### config.mk
export PLATFORM = sky130hd
export DESIGN_NAME = hsoi_ctrl
export DESIGN_NICKNAME = d
export VERILOG_FILES = /design/src/design/hsoi_pkg.sv /design/src/design/hsoi_ctrl.sv
export SDC_FILE = /design/constraint.sdc
export NUM_CORES = 1
export LEC_CHECK = 0
export BUFFER_PORTS_ARGS = -buffer_cell sky130_fd_sc_hd__buf_4
export CORE_AREA = 2 2 39 41
export DETAILED_ROUTE_END_ITERATION = 8
export DIE_AREA = 0 0 41 43
export GPL_ROUTABILITY_DRIVEN = 0
export GPL_TIMING_DRIVEN = 0
export SLEW_MARGIN = 20
export SYNTH_ARGS = -nofsm -noshare
export SYNTH_HDL_FRONTEND = slang
export SYNTH_SLANG_ARGS = --single-unit
export TNS_END_PERCENT = 1
### constraint.sdc
create_clock -name clk -period 1.7 [get_ports clk]
set_input_delay 0.34 -clock clk [delete_from_list [all_inputs] [get_ports clk]]
set_output_delay 0.34 -clock clk [all_outputs]
set_load 0.005 [all_outputs]
### src/design/hsoi_pkg.sv
package hsoi_pkg;

	localparam int MAX_SPHERES = 1024;
	localparam int COORD_BITS  = 24;

	localparam int ADDR_W   = $clog2(MAX_SPHERES);
	localparam int CNT_W    = 11;
	localparam int REJ_W    = 16;
	localparam int HB_W     = 22;
	localparam int CUT_W    = 48;
	localparam int CFG_IDX_W = 2;
	localparam int CFG_DAT_W = 48;
	localparam int ENTRY_W  = 3 * COORD_BITS;
	localparam int DIFF_W   = COORD_BITS + 2;
	localparam int MAG_W    = 24;
	localparam int SQ_W     = 2 * MAG_W;
	localparam int SUM_W    = SQ_W + 2;

	typedef enum logic [CFG_IDX_W-1:0] {
		CFG_HALF_BOX     = 2'd0,
		CFG_CUTOFF_SQ    = 2'd1,
		CFG_TARGET_COUNT = 2'd2
	} hsoi_cfg_idx_t;

	typedef enum logic [1:0] {
		ST_IDLE,
		ST_SCAN,
		ST_DRAIN,
		ST_FINISH
	} hsoi_state_t;

	typedef struct packed {
		logic load;
		logic rd_en;
		logic finish;
	} hsoi_cmd_t;

	typedef struct packed {
		logic scan_needed;
		logic last_addr;
		logic pipe_empty;
	} hsoi_sts_t;

endpackage

### src/design/hsoi_ctrl.sv
module hsoi_ctrl
	import hsoi_pkg::*;
(
	input  logic      clk,
	input  logic      arst_n,
	input  logic      start,
	output logic      busy,
	input  hsoi_sts_t sts,
	output hsoi_cmd_t cmd
);

	hsoi_state_t state_q, state_d;

	always_ff @(posedge clk or negedge arst_n) begin
		if (!arst_n) begin
			state_q <= ST_IDLE;
		end else begin
			state_q <= state_d;
		end
	end

	always_comb begin
		state_d    = state_q;
		cmd        = '0;
		busy       = 1'b1;
		case (state_q)
			ST_IDLE: begin
				busy = 1'b0;
				if (start) begin
					cmd.load = 1'b1;
					state_d  = sts.scan_needed ? ST_SCAN : ST_FINISH;
				end
			end
			ST_SCAN: begin
				cmd.rd_en = 1'b1;
				if (sts.last_addr) begin
					state_d = ST_DRAIN;
				end
			end
			ST_DRAIN: begin
				// wait for the last compare to land in the hit flag
				if (sts.pipe_empty) begin
					state_d = ST_FINISH;
				end
			end
			ST_FINISH: begin
				cmd.finish = 1'b1;
				state_d    = ST_IDLE;
			end
			default: begin
				state_d = ST_IDLE;
			end
		endcase
	end

endmodule

==> results.md <==
* Internal power at 0.0003187 W
* Die W at 41 µm
* CTS sink cnt at 2
* Slowest stage delay, CP at ~390 ps
* Lkg Pwr at 0.1811 nW
* Switch share at 36.45%
* Skew final at between 1.5 and 2 ps
* Worst hold path type: input port to async pin
* Minimum clock period at 1555 ps
* CTS buffer count at 3
* Commonest non-fill, non-tap cells in the layout: buf_4, inv_1, ha_1
* Hold Buf Count CTS at 1
* Cell Pwr Density at 1603 mW/mm²
* Clock share of power at slightly below 20%
* IO buf count at 9
* Fmax at 643.2 MHz
* Max Root-Sink Buffers at 2
* Yosys warns at 0
* Top cell family by delay on the critical path: flip-flops
* Die Y at approximately 43 µm
* Final Hold Fails at 0
* Row cnt at 14
* CP Class: register to output port
* Slew margin rel. at 71.86%
* Top-area cell type share of the netlist area at 32.47%
* Reg2reg setup slack at 240 ps
* Unrepaired setup endpoints after global routing: false
* CP Buf/Inv Count at 3
* Layout cells sized above 1 at 35.29%
* Worst Path Max Fanout at 4
* Seq pwr share at about a fifth
* Synth Area per Inst at 9.175 µm²
* Biggest regs: state_q x2
* DIE AREA at 0.001763 mm²
* Per-cell routed wire length at 7.420 µm
* Vias per inst at 3.560
* ANT cells at 0
* Setup-failing EPs final at 0
* Layout area overhead at 62.34%
* Nets at 47
* Worst EP arrival at 1210 ps
* Comb power frac at 60.3%
* Vias in the first global route at between 100 and 150
* Clock H-tree levels at 1
* GRT Total Usage at ~5.4%
* Total wire length at 371 µm
* Maxcap violations at 0
* Post-Syn Nets at 32
* Part of the Yosys area used for sequential elements at 25.97%
* # IOs at 10
* Post-Syn Instances at 21
* Critical-path top delay cell: dfrtp_1
* Largest register by flop count: state_q
* Total grt overflow at 0
* CTS Root Buffer Type: clkbuf_4
* Fin. max-slew vios at 0
* DR DRC count at 0
* Most frequent CP cell: inv_1
* CTS tree: done
* Skew-Pair Late Insertion Delay at 220 ps
* Initial antenna violation count at 0
* Status: completed
* Cell Area, Synth at 192.7 µm²
* Yosys top cell by area: ha_1
* First-pass GRT wire length at 558 µm
* Pin count of the biggest net entering global routing at 5
* Critical path startpoint category: register
* Synth cell types at 8
* Commonest non-fill, non-tap cell in the layout: buf_4
* Setup TNS at 0 ps
* Post-cts sizing count at 0
* Largest cells by area after synthesis: ha_1, dfrtp_1, inv_1
* Required @ worst endpoint at 1360 ps
* Max VDD drop at 391.3 µV
* CP cell instances: inv_1 > ha_1 > inv_1 > nor2_1 > buf_4
* Initial Utilization at 13.92%
* Number of synthesized register bits at 2
* Period utilization at 91.46%
* Layout fillers at 160
* Least-Margin Pin Slew at 422.1 ps
* Detailed Route Iter0 Violations at 8
* DRT Pass-1 Iters at 4
* Clock slew seen by the registers of the worst setup and hold paths at 30 ps
* Fin Hold WS at roughly 440 ps
* Core box area at between 0.001 and 0.0015 mm²
* Switching Power at 0.0001828 W
* Setup crit end kind: output port
* Largest register FFs at 2
* Post-route ant nets at 0
* Setup bufs post-CTS at 0
* Vias at between 150 and 200
cell usage after synthesis, drive strengths merged:
cell type	number
nor2	2
ha	5
dfrtp	2
mux2i	2
a2bb2oi	1
a222oi	1
a22oi	1
inv	7
layer usage:
| layer | GRT usage (%) | up-vias | share of wire [%] |
|---|---|---|---|
| met4 | 6.000 | 0 | 0 |
| met1 | 4.502 | 76 | 38 |
| met2 | 6.563 | 8 | 46 |
| li1 | - | 94 | - |
| met5 | 0 | - | 0 |
| met3 | 5.236 | 0 | 15 |
through the flow:
step | cell area [µm²] | setup slack [ps] | utilization [%] | cells | power (W)
2_1_floorplan | 192.7 | 348.2 | - | 21 | 0.0002924
3_3_place_gp | 280.3 | 223.5 | 20.25 | 46 | 0.0003966
3_5_place_dp | 280.3 | 216.8 | 20.25 | 46 | 0.0004084
4_1_cts | 312.8 | 113.6 | 22.60 | 50 | 0.0005209
5_1_grt | 312.8 | 17.81 | 22.60 | 50 | 0.0005630
6_report | 312.8 | 145.2 | 22.60 | 50 | 0.0005015
power groups by stage:
| stage | clock network [W] | registers [W] | logic (W) |
|---|---|---|---|
| after floorplan | 0 | 0.0000945 | 0.000198 |
| after global placement | 0 | 0.0000988 | 0.000298 |
| after detailed placement | 0 | 0.000101 | 0.000307 |
| after CTS | 0.000109 | 0.000101 | 0.000311 |
| after global routing | 0.000112 | 0.000103 | 0.000347 |
| final | 0.0000994 | 0.0000996 | 0.000302 |
kinds of logic after synthesis:
group / count (synthesis) / synth area share (%)
simple gates: 2 / 3.898
buf+inv: 7 / 13.64
mux: 2 / 10.39
fa+ha+maj: 5 / 32.47
flops: 2 / 25.98
compound gates: 3 / 13.64
layout make-up:
type	count	area [µm²]	share of cell area (%)
Clock buffer	3	22.52	7.200
Inverter	7	26.28	8.400
Multi-Input combinational cell	12	116.4	37.20
Sequential cell	2	50.05	16.00
Tap cell	16	20.02	6.400
Timing Repair Buffer	10	77.57	24.80
final timing paths:
| path | depth (start not counted) | startpoint | end |
|---|---|---|---|
| worst max register to register | 4 | state_q[0]$_DFFE_PN0P_ | state_q[1]$_DFFE_PN0P_ |
| max in group asynchronous | 2 | arst_n | state_q[0]$_DFFE_PN0P_ |
| worst min register to register | 1 | state_q[0]$_DFFE_PN0P_ | state_q[0]$_DFFE_PN0P_ |
| min in group clk | 4 | sts[1] | state_q[0]$_DFFE_PN0P_ |
| worst max-delay path | 5 | state_q[1]$_DFFE_PN0P_ | cmd[2] |
| worst min-delay path | 2 | arst_n | state_q[1]$_DFFE_PN0P_ |
Power figures use the tool's default switching activity.
